$ cat src/design/xalu_pkg.sv
// Shared types, codes and helper functions for the x86 ADD/ADC/AND and BCD adjust ALU.
// No dependencies; every other file of the block refers to this package by scoped names.
`timescale 1ns / 1ps
`default_nettype none

package xalu_pkg;

    localparam int unsigned DATA_W  = 32;
    localparam int unsigned BYTE_W  = 8;
    localparam int unsigned FLAG_N  = 6;

    // operation codes
    typedef logic [2:0] t_op;
    localparam t_op OP_ADD = 3'd0;
    localparam t_op OP_ADC = 3'd1;
    localparam t_op OP_AND = 3'd2;
    localparam t_op OP_AAA = 3'd3;
    localparam t_op OP_AAS = 3'd4;
    localparam t_op OP_AAD = 3'd5;
    localparam t_op OP_AAM = 3'd6;

    // operand size codes; the unused code behaves as 32-bit
    typedef logic [1:0] t_size;
    localparam t_size SIZE_8  = 2'd0;
    localparam t_size SIZE_16 = 2'd1;
    localparam t_size SIZE_32 = 2'd2;

    // flag positions in the written mask
    localparam int unsigned FLAG_CF = 0;
    localparam int unsigned FLAG_PF = 1;
    localparam int unsigned FLAG_AF = 2;
    localparam int unsigned FLAG_ZF = 3;
    localparam int unsigned FLAG_SF = 4;
    localparam int unsigned FLAG_OF = 5;

    typedef logic [FLAG_N-1:0] t_flags;
    localparam t_flags FW_NONE  = 6'b000000;
    localparam t_flags FW_ALL   = 6'b111111;
    localparam t_flags FW_AND   = 6'b111011;   // all but AF
    localparam t_flags FW_ADJ   = 6'b000101;   // CF, AF
    localparam t_flags FW_SZP   = 6'b011010;   // PF, ZF, SF

    // BCD adjust constants
    localparam logic [7:0] BCD_ADJ       = 8'h06;
    localparam logic [3:0] BCD_DIGIT_MAX = 4'h9;
    localparam logic [7:0] BCD_AH_STEP   = 8'h01;

    typedef struct packed {
        logic pf;
        logic zf;
        logic sf;
    } t_szp;

    // one pipeline stage's payload
    typedef struct packed {
        t_op               op;
        t_size             size;      // size for flag evaluation
        logic [DATA_W-1:0] res;
        logic              cf;
        logic              af;
        logic              of;
        logic              de;
        t_flags            fw;
        logic [BYTE_W-1:0] dvd;       // AAM dividend (AL)
        logic [BYTE_W-1:0] base;
        logic [BYTE_W-1:0] rem;       // AAM partial remainder
        logic [BYTE_W-1:0] quo;       // AAM quotient, filled MSB first
    } t_stage;

    typedef struct packed {
        logic [DATA_W-1:0] result;
        logic              cf;
        logic              pf;
        logic              af;
        logic              zf;
        logic              sf;
        logic              of;
        t_flags            fw;
        logic              de;
    } t_result;

    function automatic logic [DATA_W-1:0] size_mask(input t_size s);
        logic [DATA_W-1:0] m;
        unique case (s)
            SIZE_8:  m = 32'h0000_00FF;
            SIZE_16: m = 32'h0000_FFFF;
            default: m = 32'hFFFF_FFFF;
        endcase
        return m;
    endfunction

    function automatic logic size_msb(input logic [DATA_W-1:0] v, input t_size s);
        logic b;
        unique case (s)
            SIZE_8:  b = v[7];
            SIZE_16: b = v[15];
            default: b = v[31];
        endcase
        return b;
    endfunction

    // one restoring-divide step: returns {quotient bit, new remainder}
    function automatic logic [BYTE_W:0] aam_div_step(input logic [BYTE_W-1:0] rem,
                                                     input logic dbit,
                                                     input logic [BYTE_W-1:0] base);
        logic [BYTE_W:0] trial;
        logic [BYTE_W:0] diff;
        trial = {rem, dbit};
        diff  = trial - {1'b0, base};
        if (trial >= {1'b0, base}) begin
            return {1'b1, diff[BYTE_W-1:0]};
        end else begin
            return {1'b0, trial[BYTE_W-1:0]};
        end
    endfunction

endpackage

`default_nettype wire

$ cat src/design/xalu_in_if.sv
// Input channel of the ALU: valid/ready handshake plus one operation beat.
// Depends on xalu_pkg for field types.
`timescale 1ns / 1ps
`default_nettype none

interface xalu_in_if;
    logic                 valid;
    logic                 ready;
    xalu_pkg::t_op        op;
    xalu_pkg::t_size      width;
    logic [31:0]          operand_a;
    logic [31:0]          operand_b;
    logic [7:0]           base;
    logic                 carry_in;
    logic                 aux_in;

    modport source (
        output valid, op, width, operand_a, operand_b, base, carry_in, aux_in,
        input  ready
    );
    modport sink (
        input  valid, op, width, operand_a, operand_b, base, carry_in, aux_in,
        output ready
    );
endinterface

`default_nettype wire

$ cat src/design/xalu_out_if.sv
// Output channel of the ALU: valid/ready handshake plus one result beat.
// Depends on xalu_pkg for field types.
`timescale 1ns / 1ps
`default_nettype none

interface xalu_out_if;
    logic                 valid;
    logic                 ready;
    logic [31:0]          result;
    logic                 carry_out;
    logic                 parity_out;
    logic                 aux_out;
    logic                 zero_out;
    logic                 sign_out;
    logic                 overflow_out;
    xalu_pkg::t_flags     flags_written;
    logic                 divide_error;

    modport source (
        output valid, result, carry_out, parity_out, aux_out, zero_out, sign_out,
               overflow_out, flags_written, divide_error,
        input  ready
    );
    modport sink (
        input  valid, result, carry_out, parity_out, aux_out, zero_out, sign_out,
               overflow_out, flags_written, divide_error,
        output ready
    );
endinterface

`default_nettype wire

$ cat src/design/x86_alu_add_and_bcd_flags.sv
// x86 ALU slice: ADD, ADC, AND (8/16/32-bit) and the BCD adjusts AAA, AAS, AAD, AAM, with the
// six arithmetic flags, a written-flag mask and the AAM divide error. Fully pipelined: three
// register stages, one beat accepted per clock while the output side is not stalled. Stage 1
// does the 32-bit add, the logic op, the BCD adjusts, the AAD 8x8 multiply and the first
// three bits of the AAM divide; stage 2 does three more divide bits; stage 3 finishes the
// last two, evaluates PF/ZF/SF and is the output register. The AAM divide is a restoring
// divider spread over the stages, so its depth sets the stage count. A stall on the output
// holds only full stages: empty stages keep filling, and input ready drops only when all
// three stages hold beats and the output is stalled. Flags outside the written mask read as
// zero; opcode seven yields an all-zero beat.
// Depends on xalu_pkg, xalu_in_if, xalu_out_if and xalu_flag_gen.
`timescale 1ns / 1ps
`default_nettype none

module x86_alu_add_and_bcd_flags (
    input  wire logic   i_clk,
    input  wire logic   i_rst_n,
    xalu_in_if.sink     i_in,
    xalu_out_if.source  o_out
);

    // ---------------------------------------------------------------- pipeline control
    logic r_v1, r_v2, r_v3;
    logic adv1, adv2, adv3;

    // a stage advances when it is empty or the one after it advances
    assign adv3       = !r_v3 || o_out.ready;
    assign adv2       = !r_v2 || adv3;
    assign adv1       = !r_v1 || adv2;
    assign i_in.ready = adv1;

    always_ff @(posedge i_clk) begin
        if (!i_rst_n) begin
            r_v1 <= 1'b0;
            r_v2 <= 1'b0;
            r_v3 <= 1'b0;
        end else begin
            if (adv1) r_v1 <= i_in.valid;
            if (adv2) r_v2 <= r_v1;
            if (adv3) r_v3 <= r_v2;
        end
    end

    // ---------------------------------------------------------------- stage 1
    xalu_pkg::t_stage          n_s1, r_s1;
    logic [31:0]               mask;
    logic [31:0]               a_m, b_m, sum_r;
    logic [32:0]               sum;
    logic                      cin, add_cf;
    logic [7:0]                al, ah, al_adj, ah_adj, aad_al;
    logic [15:0]               aad_prod;
    logic                      adj;
    logic [8:0]                d7, d6, d5;

    assign mask     = xalu_pkg::size_mask(i_in.width);
    assign a_m      = i_in.operand_a & mask;
    assign b_m      = i_in.operand_b & mask;
    assign cin      = (i_in.op == xalu_pkg::OP_ADC) && i_in.carry_in;
    assign sum      = {1'b0, a_m} + {1'b0, b_m} + {32'd0, cin};
    assign sum_r    = sum[31:0] & mask;

    always_comb begin
        unique case (i_in.width)
            xalu_pkg::SIZE_8:  add_cf = sum[8];
            xalu_pkg::SIZE_16: add_cf = sum[16];
            default:           add_cf = sum[32];
        endcase
    end

    assign al       = i_in.operand_a[7:0];
    assign ah       = i_in.operand_b[7:0];
    // adjust when the low digit is out of BCD range or AF came in set
    assign adj      = (al[3:0] > xalu_pkg::BCD_DIGIT_MAX) || i_in.aux_in;
    assign al_adj   = (i_in.op == xalu_pkg::OP_AAA) ? al + xalu_pkg::BCD_ADJ
                                                    : al - xalu_pkg::BCD_ADJ;
    assign ah_adj   = (i_in.op == xalu_pkg::OP_AAA) ? ah + xalu_pkg::BCD_AH_STEP
                                                    : ah - xalu_pkg::BCD_AH_STEP;
    assign aad_prod = ah * i_in.base;
    assign aad_al   = al + aad_prod[7:0];

    // AAM quotient bits 7..5
    assign d7 = xalu_pkg::aam_div_step(8'd0,     al[7], i_in.base);
    assign d6 = xalu_pkg::aam_div_step(d7[7:0],  al[6], i_in.base);
    assign d5 = xalu_pkg::aam_div_step(d6[7:0],  al[5], i_in.base);

    always_comb begin
        n_s1      = '0;
        n_s1.op   = i_in.op;
        n_s1.size = xalu_pkg::SIZE_8;       // BCD flags are taken over AL
        n_s1.dvd  = al;
        n_s1.base = i_in.base;
        n_s1.rem  = d5[7:0];
        n_s1.quo  = {d7[8], d6[8], d5[8], 5'd0};
        unique case (i_in.op)
            xalu_pkg::OP_ADD, xalu_pkg::OP_ADC: begin
                n_s1.size = i_in.width;
                n_s1.res  = sum_r;
                n_s1.cf   = add_cf;
                n_s1.of   = xalu_pkg::size_msb((i_in.operand_a ^ sum_r)
                                               & (i_in.operand_b ^ sum_r), i_in.width);
                n_s1.af   = (i_in.operand_a[4] ^ i_in.operand_b[4] ^ sum_r[4]);
                n_s1.fw   = xalu_pkg::FW_ALL;
            end
            xalu_pkg::OP_AND: begin
                n_s1.size = i_in.width;
                n_s1.res  = i_in.operand_a & i_in.operand_b & mask;
                n_s1.fw   = xalu_pkg::FW_AND;
            end
            xalu_pkg::OP_AAA, xalu_pkg::OP_AAS: begin
                if (adj) begin
                    n_s1.res = {16'd0, ah_adj, 4'd0, al_adj[3:0]};
                    n_s1.cf  = 1'b1;
                    n_s1.af  = 1'b1;
                end else begin
                    n_s1.res = {16'd0, ah, 4'd0, al[3:0]};
                end
                n_s1.fw = xalu_pkg::FW_ADJ;
            end
            xalu_pkg::OP_AAD: begin
                n_s1.res = {24'd0, aad_al};
                n_s1.fw  = xalu_pkg::FW_SZP;
            end
            xalu_pkg::OP_AAM: begin
                n_s1.de = (i_in.base == 8'd0);
                n_s1.fw = (i_in.base == 8'd0) ? xalu_pkg::FW_NONE : xalu_pkg::FW_SZP;
            end
            default: begin
                // no operation: all-zero beat
            end
        endcase
    end

    always_ff @(posedge i_clk) begin
        if (adv1) r_s1 <= n_s1;
    end

    // ---------------------------------------------------------------- stage 2
    xalu_pkg::t_stage n_s2, r_s2;
    logic [8:0]       d4, d3, d2;

    // AAM quotient bits 4..2
    assign d4 = xalu_pkg::aam_div_step(r_s1.rem, r_s1.dvd[4], r_s1.base);
    assign d3 = xalu_pkg::aam_div_step(d4[7:0],  r_s1.dvd[3], r_s1.base);
    assign d2 = xalu_pkg::aam_div_step(d3[7:0],  r_s1.dvd[2], r_s1.base);

    always_comb begin
        n_s2          = r_s1;
        n_s2.rem      = d2[7:0];
        n_s2.quo[4:2] = {d4[8], d3[8], d2[8]};
    end

    always_ff @(posedge i_clk) begin
        if (adv2) r_s2 <= n_s2;
    end

    // ---------------------------------------------------------------- stage 3
    xalu_pkg::t_result n_s3, r_s3;
    logic [8:0]        d1, d0;
    logic [7:0]        quo_f;
    logic              is_aam;
    logic [31:0]       flag_val;
    xalu_pkg::t_szp    szp;

    // AAM quotient bits 1..0
    assign d1     = xalu_pkg::aam_div_step(r_s2.rem, r_s2.dvd[1], r_s2.base);
    assign d0     = xalu_pkg::aam_div_step(d1[7:0],  r_s2.dvd[0], r_s2.base);
    assign quo_f  = {r_s2.quo[7:2], d1[8], d0[8]};
    assign is_aam = (r_s2.op == xalu_pkg::OP_AAM) && !r_s2.de;

    // AAM flags come from the new AL (the remainder)
    assign flag_val = is_aam ? {24'd0, d0[7:0]} : r_s2.res;

    xalu_flag_gen u_flag_gen (
        .i_value (flag_val),
        .i_size  (r_s2.size),
        .o_szp   (szp)
    );

    always_comb begin
        n_s3.result = is_aam ? {16'd0, quo_f, d0[7:0]} : r_s2.res;
        n_s3.cf     = r_s2.cf & r_s2.fw[xalu_pkg::FLAG_CF];
        n_s3.pf     = szp.pf  & r_s2.fw[xalu_pkg::FLAG_PF];
        n_s3.af     = r_s2.af & r_s2.fw[xalu_pkg::FLAG_AF];
        n_s3.zf     = szp.zf  & r_s2.fw[xalu_pkg::FLAG_ZF];
        n_s3.sf     = szp.sf  & r_s2.fw[xalu_pkg::FLAG_SF];
        n_s3.of     = r_s2.of & r_s2.fw[xalu_pkg::FLAG_OF];
        n_s3.fw     = r_s2.fw;
        n_s3.de     = r_s2.de;
    end

    always_ff @(posedge i_clk) begin
        if (adv3) r_s3 <= n_s3;
    end

    // ---------------------------------------------------------------- output beat
    assign o_out.valid         = r_v3;
    assign o_out.result        = r_s3.result;
    assign o_out.carry_out     = r_s3.cf;
    assign o_out.parity_out    = r_s3.pf;
    assign o_out.aux_out       = r_s3.af;
    assign o_out.zero_out      = r_s3.zf;
    assign o_out.sign_out      = r_s3.sf;
    assign o_out.overflow_out  = r_s3.of;
    assign o_out.flags_written = r_s3.fw;
    assign o_out.divide_error  = r_s3.de;

endmodule

`default_nettype wire

$ cat src/design/xalu_flag_gen.sv
// Sign, zero and parity flag generation over a result at a given operand size.
// Depends on xalu_pkg.
`timescale 1ns / 1ps
`default_nettype none

module xalu_flag_gen (
    input  wire logic [xalu_pkg::DATA_W-1:0] i_value,
    input  wire xalu_pkg::t_size             i_size,
    output xalu_pkg::t_szp                   o_szp
);

    logic [xalu_pkg::DATA_W-1:0] masked;

    assign masked   = i_value & xalu_pkg::size_mask(i_size);
    assign o_szp.zf = (masked == '0);
    assign o_szp.sf = xalu_pkg::size_msb(masked, i_size);
    assign o_szp.pf = ~^masked[xalu_pkg::BYTE_W-1:0];   // even parity of low byte

endmodule

`default_nettype wire

$ cat src/flat_wrapper.sv
// flat-port wrapper written by rule: the top's interface ports become plain ports
module x86_alu_add_and_bcd_flags_flat 
  (i_clk, i_rst_n, i_in_valid, i_in_op, i_in_width, i_in_operand_a, i_in_operand_b, i_in_base, i_in_carry_in, i_in_aux_in, i_in_ready, o_out_valid, o_out_result, o_out_carry_out, o_out_parity_out, o_out_aux_out, o_out_zero_out, o_out_sign_out, o_out_overflow_out, o_out_flags_written, o_out_divide_error, o_out_ready);
  xalu_in_if i_in_i ();
  xalu_out_if o_out_i ();
  input  wire logic i_clk;
  input  wire logic i_rst_n;
  input wire logic [$bits(i_in_i.valid)-1:0] i_in_valid;
  input wire logic [$bits(i_in_i.op)-1:0] i_in_op;
  input wire logic [$bits(i_in_i.width)-1:0] i_in_width;
  input wire logic [$bits(i_in_i.operand_a)-1:0] i_in_operand_a;
  input wire logic [$bits(i_in_i.operand_b)-1:0] i_in_operand_b;
  input wire logic [$bits(i_in_i.base)-1:0] i_in_base;
  input wire logic [$bits(i_in_i.carry_in)-1:0] i_in_carry_in;
  input wire logic [$bits(i_in_i.aux_in)-1:0] i_in_aux_in;
  output wire logic [$bits(i_in_i.ready)-1:0] i_in_ready;
  output wire logic [$bits(o_out_i.valid)-1:0] o_out_valid;
  output wire logic [$bits(o_out_i.result)-1:0] o_out_result;
  output wire logic [$bits(o_out_i.carry_out)-1:0] o_out_carry_out;
  output wire logic [$bits(o_out_i.parity_out)-1:0] o_out_parity_out;
  output wire logic [$bits(o_out_i.aux_out)-1:0] o_out_aux_out;
  output wire logic [$bits(o_out_i.zero_out)-1:0] o_out_zero_out;
  output wire logic [$bits(o_out_i.sign_out)-1:0] o_out_sign_out;
  output wire logic [$bits(o_out_i.overflow_out)-1:0] o_out_overflow_out;
  output wire logic [$bits(o_out_i.flags_written)-1:0] o_out_flags_written;
  output wire logic [$bits(o_out_i.divide_error)-1:0] o_out_divide_error;
  input wire logic [$bits(o_out_i.ready)-1:0] o_out_ready;
  assign i_in_i.valid = i_in_valid;
  assign i_in_i.op = i_in_op;
  assign i_in_i.width = i_in_width;
  assign i_in_i.operand_a = i_in_operand_a;
  assign i_in_i.operand_b = i_in_operand_b;
  assign i_in_i.base = i_in_base;
  assign i_in_i.carry_in = i_in_carry_in;
  assign i_in_i.aux_in = i_in_aux_in;
  assign i_in_ready = i_in_i.ready;
  assign o_out_valid = o_out_i.valid;
  assign o_out_result = o_out_i.result;
  assign o_out_carry_out = o_out_i.carry_out;
  assign o_out_parity_out = o_out_i.parity_out;
  assign o_out_aux_out = o_out_i.aux_out;
  assign o_out_zero_out = o_out_i.zero_out;
  assign o_out_sign_out = o_out_i.sign_out;
  assign o_out_overflow_out = o_out_i.overflow_out;
  assign o_out_flags_written = o_out_i.flags_written;
  assign o_out_divide_error = o_out_i.divide_error;
  assign o_out_i.ready = o_out_ready;
  x86_alu_add_and_bcd_flags u_core (.i_clk(i_clk), .i_rst_n(i_rst_n), .i_in(i_in_i), .o_out(o_out_i));
endmodule
$ cat config.mk
export PLATFORM = sky130hd
export DESIGN_NAME = x86_alu_add_and_bcd_flags_flat
export DESIGN_NICKNAME = d
export VERILOG_FILES = /design/src/design/xalu_pkg.sv /design/src/design/xalu_in_if.sv /design/src/design/xalu_out_if.sv /design/src/design/x86_alu_add_and_bcd_flags.sv /design/src/design/xalu_flag_gen.sv /design/src/flat_wrapper.sv
export SDC_FILE = /design/constraint.sdc
export NUM_CORES = 1
export LEC_CHECK = 0
export BUFFER_PORTS_ARGS = -buffer_cell sky130_fd_sc_hd__buf_4
export CAP_MARGIN = 0
export CORE_MARGIN = 2
export CORE_UTILIZATION = 25
export DETAILED_ROUTE_END_ITERATION = 7
export PLACE_DENSITY_LB_ADDON = 0.2
export SLEW_MARGIN = 20
export SYNTH_ARGS = -nofsm -noshare
export SYNTH_HDL_FRONTEND = slang
export SYNTH_HIERARCHICAL = 1
export SYNTH_SLANG_ARGS = --single-unit
export TNS_END_PERCENT = 50
$ cat constraint.sdc
create_clock -name i_clk -period 21.8 [get_ports i_clk]
set_input_delay 5.45 -clock i_clk [delete_from_list [all_inputs] [get_ports i_clk]]
set_output_delay 5.45 -clock i_clk [all_outputs]
set_load 0.02 [all_outputs]
==> run_results.csv, run 1 <==
group,metric,value,unit
outcome,status,"complete, no violations",
die,die_h,234.4,µm
critical_path,critPathArrivalTime,6210,ps
cts,clk_latency,440,ps
timing,clock.fmax,85.75,MHz
global_route,grt_max_degree,71,
die,io_pins,130,
power,pwr-share-clk,22.3,%
yosys,yosysTopAreaCell,"edfxtp_1",
yosys,synth.avg_cell_area,10.50,µm²
die,core,52550,µm²
die,design.die.area,54920,µm²
yosys,synth-edff-count,181,
timing,skew,10.72,ps
power,power_frac_seq,36.4,%
die,die_x,234.4,µm
yosys,yosysMostFrequentCell,"edfxtp_1",
cts,cts.path.max_buffers,2,
global_route,track_usage,13.21,%
global_route,grt_pass1_vias,9531,
critical_path,start_kind,"input pin",
placement,place_inst,2047,
global_route,grt_pass1_wl,55290,µm
yosys,synth.area.top_cells,"edfxtp_1, ha_1, and2_1",
power,internal-power,827.6,µW
cts,clock-sinks,184,
layout,nets,1607,
timing,fin_crit_sh,53.49,%
layout,multiInputGateArea,7252,µm²
yosys,async_flop_share,0,%
route,vias,9577,
yosys,synth-seq-cells,184,
route,routed_wl,35790,µm
min_path,hp-class,"flop to flop",
cts,ctsResizeCount,0,
critical_path,path_max_fanout,5,
timing,hold_viol,0,
placement,gp_congestion,0.8171,
layout,syn2layout_area_growth,17.12,%
placement,port_buffers,129,
cts,post_cts_buffers,0,
layout,seqCellArea,5495,µm²
yosys,synth_top_area_share,40.97,%
power,p_leak,6.783,nW
yosys,seq_area_frac_synth,41.43,%
route,wl_per_cell,17.21,µm
run,cap_viol_max_count,0,
global_route,grt_overflow_total,0,
critical_path,critical_path.most_common_cell,"buf_4",
layout,diodes,0,
route,first_pass_iters,5,
critical_path,slowest_delay,380,ps
yosys,synthesis.nets,1492,
layout,fin_util,29.56,%
route,vias_per_cell,4.607,
layout,fillers,5492,
critical_path,critical_path_class,"input pin to output pin",
cts,cts-root-buf,"clkbuf_16",
power,p_per_area,81.68,nW/µm²
cts,cts_tree,"built",
cts,clkTransAtPathRegs,70,ps
yosys,synth_area,13270,µm²
critical_path,end_kind,"output pin",
power,switchingPower,441.5,µW
yosys,ys_warn_count,6,
timing,period_minus_slack,11660,ps
power,swShare,34.79,%
power,comb_power_share,41.3,%
global_route,grt_antenna_before_repair,1,
cts,cts_hold_buf,0,
cts,h-tree-depth,4,
timing,slew_viol_final,0,
yosys,synthDistinctLibCells,64,
critical_path,cp.required,16350,ps
layout,final_cells,2079,
route,detail_route.iter0.violations,571,
power,ir_drop,42.28,µV
die,core.rowCount,84,
yosys,synthCells,1263,
critical_path,crit_chain,"buf_4 > nor2b_1 > nand3_4 > buf_4",
die,initial_core_util,25.24,%
timing,hold_ws,416.4,ps
power,p_total,1.269,mW
route,drc_errors,0,
timing,worstMarginPinSlew,1054,ps
timing,rsz0062_at_grt,"no",
timing,relSlewSlack,27.90,%
timing,tns,0,ps
layout,final_layout_size_suffix_gt1_share,14.81,%
yosys,synth-main-ff-cell,"edfxtp_1",
critical_path,slowest_stage,"nor2b_1",
timing,finalSetupViolCount,0,
placement,place_hpwl,28780,µm
yosys,synth_common_cells,"edfxtp_1, ha_1, and2_1",
route,final_antenna_net_count,0,
cts,numCtsBuffers,17,
## layout make-up
cell class | count | area share (%)
inverters | 99 | 2.392
clock buffers | 18 | 2.762
flip-flops and latches | 184 | 35.37
well taps | 688 | 5.541
repair buffers | 137 | 6.620
multi-input cells | 939 | 46.68
clock inverters | 14 | 0.6362
## placed cells by master, fill, tap and decap left out, types with 17 or more instances in the layout
cell type	n
o21a_1	19
nor2_1	62
a21oi_1	71
xnor2_1	63
and2_1	111
ha_1	117
xor2_1	32
edfxtp_1	181
o21ai_0	70
nor2b_1	26
clkbuf_16	17
mux2_2	28
buf_4	137
a21o_1	46
fa_1	29
nand2_1	72
inv_1	98
## metal layers
metal	vias to the layer above	wire length, µm	track usage (%)
li1	4781	-	-
met1	4607	17790	18.72
met2	167	16320	21.05
met3	22	1256	2.140
met4	0	420	2.987
met5	-	0	0
## stage by stage
step | setup slack, ps | instance area, µm²
floorplan | 8927 | 13270
global placement | 10150 | 15010
detailed placement | 10050 | 15010
CTS | 10120 | 15540
global route | 9933 | 15540
finish | 10140 | 15540
## registers in the layout, indices dropped and copies added, names as in the netlist, 4 cells and up
signal	cells
u_core/n_s3	5
u_core/quo_f	6
u_core/o_out.flags_written	4
u_core/n_s2	61
u_core/r_s2	58
u_core/o_out.result	32
u_core/r_s1	8
## worst paths after layout
check	from	endpoint	slack, ps	cells past startpoint
setup / recovery	o_out_ready	i_in_ready	10140	4
hold / removal	u_core/n_s2[36]$_DFFE_PP_	u_core/n_s3[5]$_DFFE_PP_	420	0
setup reg to reg	u_core/n_s2[17]$_DFFE_PP_	u_core/r_s2[13]$_DFFE_PP_	14370	27
hold reg to reg	u_core/n_s2[36]$_DFFE_PP_	u_core/n_s3[5]$_DFFE_PP_	420	0
## worst max-delay path: cells and delay by family
kind,cells,cell delay (ps)
buf+inv,2,280
simple gates,2,490
## kinds of logic (layout without fill, tap and decap cells)
family,count (synthesis),after routing,synth area share [%]
AOI/OAI and AO/OA,298,298,15.10
DFF,184,184,41.43
adders and majority gates,146,146,15.41
muxes,41,41,3.358
xor gates and xnor gates,95,95,6.272
buffers and inverters,140,268,4.037
and+or+nand+nor,359,359,14.39
## power by group through the flow
stage | sequential (mW) | combinational, mW | clock, mW
finish | 0.462 | 0.524 | 0.283
global route | 0.468 | 0.589 | 0.306
CTS | 0.463 | 0.530 | 0.294
detailed placement | 0.471 | 0.527 | 0
global placement | 0.470 | 0.521 | 0
floorplan | 0.478 | 0.373 | 0
(Power assumes the default switching activity.)
==> inputs of run 2 (changes only) <==
==> constraint.sdc (replaced) <==
create_clock -name i_clk -period 11.15 [get_ports i_clk]
set_input_delay 2.7875 -clock i_clk [delete_from_list [all_inputs] [get_ports i_clk]]
set_output_delay 2.7875 -clock i_clk [all_outputs]
set_load 0.02 [all_outputs]
==> run 2 against run 1 <==
Total power increased by 100%; cell area grew 0.40%; global-route usage rose by 0.27 points; via count is essentially flat; combinational power is 97% higher; non-clock buffer count unchanged; clock power rose by 120%; first-iteration DRC count up 10%; clock skew grew 0.70 ps.
==> run_results.csv, run 2 (synthesized netlist as in run 1, its figures left out) <==
group,metric,value,unit
outcome,status,"complete, no violations",
timing,period_minus_slack,8468,ps
layout,nets,1607,
die,design.die.area,54920,µm²
placement,gp_congestion,0.8092,
route,first_pass_iters,5,
layout,largest_register_ffs,61,
timing,finalSetupViolCount,0,
critical_path,slowest_delay,810,ps
timing,slew_viol_final,0,
run,cap_viol_max_count,0,
cts,h-tree-depth,4,
cts,clk_latency,450,ps
die,core,52550,µm²
layout,mostFrequentLayoutCells,"edfxtp_1, buf_4, ha_1",
power,ir_drop,89.68,µV
cts,cts_tree,"built",
placement,port_buffers,129,
critical_path,r2r_slack,3630,ps
global_route,grt_pass1_wl,56420,µm
timing,tns,0,ps
route,final_antenna_net_count,0,
timing,clock.fmax,118.1,MHz
layout,diodes,0,
die,die_h,234.4,µm
route,vias_per_cell,4.611,
critical_path,crit_path_end,"u_core/r_s1[14]$_DFFE_PP_",
layout,final_layout_size_suffix_gt1_share,15.03,%
global_route,grt_overflow_total,0,
placement,place_hpwl,29280,µm
power,p_per_area,162.9,nW/µm²
timing,skew,11.42,ps
global_route,grt_pass1_vias,9653,
critical_path,path_buf_inv,4,
timing,hold_viol,0,
die,io_pins,130,
critical_path,path_depth,27,
timing,relSlewSlack,38.98,%
critical_path,reg2reg_to,"u_core/r_s2[15]$_DFFE_PP_",
die,initial_core_util,25.24,%
route,wl_per_cell,17.54,µm
cts,post_cts_buffers,0,
power,p_leak,6.813,nW
cts,numCtsBuffers,17,
critical_path,slowest_stage,"a2111oi_0",
layout,syn2layout_area_growth,17.59,%
cts,cts_hold_buf,0,
critical_path,critical_path_class,"input pin to flop",
critical_path,rr_startpoint,"u_core/n_s2[17]$_DFFE_PP_",
min_path,worstHoldStart,"u_core/n_s2[44]$_DFFE_PP_",
global_route,track_usage,13.48,%
critical_path,cp.required,11350,ps
global_route,grt_antenna_before_repair,1,
critical_path,reg2regPathDepth,27,
cts,ctsResizeCount,0,
critical_path,start_kind,"input pin",
min_path,hp-class,"flop to flop",
global_route,grt_max_degree,70,
die,core.rowCount,84,
timing,rsz0062_at_grt,"no",
cts,clkTransAtPathRegs,70,ps
critical_path,critPathArrivalTime,8670,ps
critical_path,crit_start,"i_in_operand_a[7]",
timing,hold_ws,421.1,ps
timing,worstMarginPinSlew,892.3,ps
cts,cts-root-buf,"clkbuf_16",
die,die_x,234.4,µm
critical_path,critical_path.most_common_cell,"a21oi_1",
cts,clock-sinks,184,
route,vias,9586,
route,drc_errors,0,
critical_path,end_kind,"flop",
route,detail_route.iter0.violations,629,
power,p_total,2.542,mW
timing,fin_crit_sh,75.95,%
critical_path,crit_family,"compound AO/OA/AOI/OAI gates",
cts,cts.path.max_buffers,2,
layout,final_common_cell,"edfxtp_1",
critical_path,path_max_fanout,10,
route,routed_wl,36470,µm
[run 2: through the flow]
step           instances  setup WS, ps  util, %  cell area [µm²]
6_report            2079          2682    29.68            15600
5_1_grt             2079          2028    29.68            15600
4_1_cts             2079          2670    29.68            15600
3_5_place_dp        2047          2182    28.56            15010
3_3_place_gp        2047          2291    28.56            15010
2_1_floorplan       1263          2965        -            13270
[run 2: layout make-up]
| class | count | area (µm²) |
|---|---|---|
| Timing Repair Buffer | 137 | 1028 |
| Clock inverter | 15 | 165.2 |
| Sequential cell | 184 | 5495 |
| Tap cell | 688 | 860.8 |
| Fill cell | 5515 | 36950 |
| Clock buffer | 17 | 425.4 |
| Inverter | 99 | 371.6 |
| Multi-Input combinational cell | 939 | 7252 |
[run 2: worst min-delay path by stage]
stage | to | cells after the start
2_1_floorplan | u_core/n_s3[0]$_DFFE_PP_ | 0
3_3_place_gp | u_core/n_s3[6]$_DFFE_PP_ | 0
3_5_place_dp | u_core/r_s2[44]$_DFFE_PP_ | 0
4_1_cts | u_core/n_s3[6]$_DFFE_PP_ | 0
5_1_grt | u_core/r_s2[41]$_DFFE_PP_ | 0
6_report | u_core/r_s2[44]$_DFFE_PP_ | 0
[run 2: layer usage]
layer / vias up / GRT usage, % / routed length (µm)
met5: - / 0 / 0
met4: 0 / 3.754 / 514
met3: 26 / 1.800 / 1446
met2: 180 / 21.76 / 16690
met1: 4587 / 18.84 / 17810
li1: 4793 / - / -
[run 2: where the power goes]
part	switching, mW	internal, mW	leakage (nW)
sequential	0.0376	0.864	2.10
clock	0.293	0.318	0.289
combinational	0.560	0.469	4.43
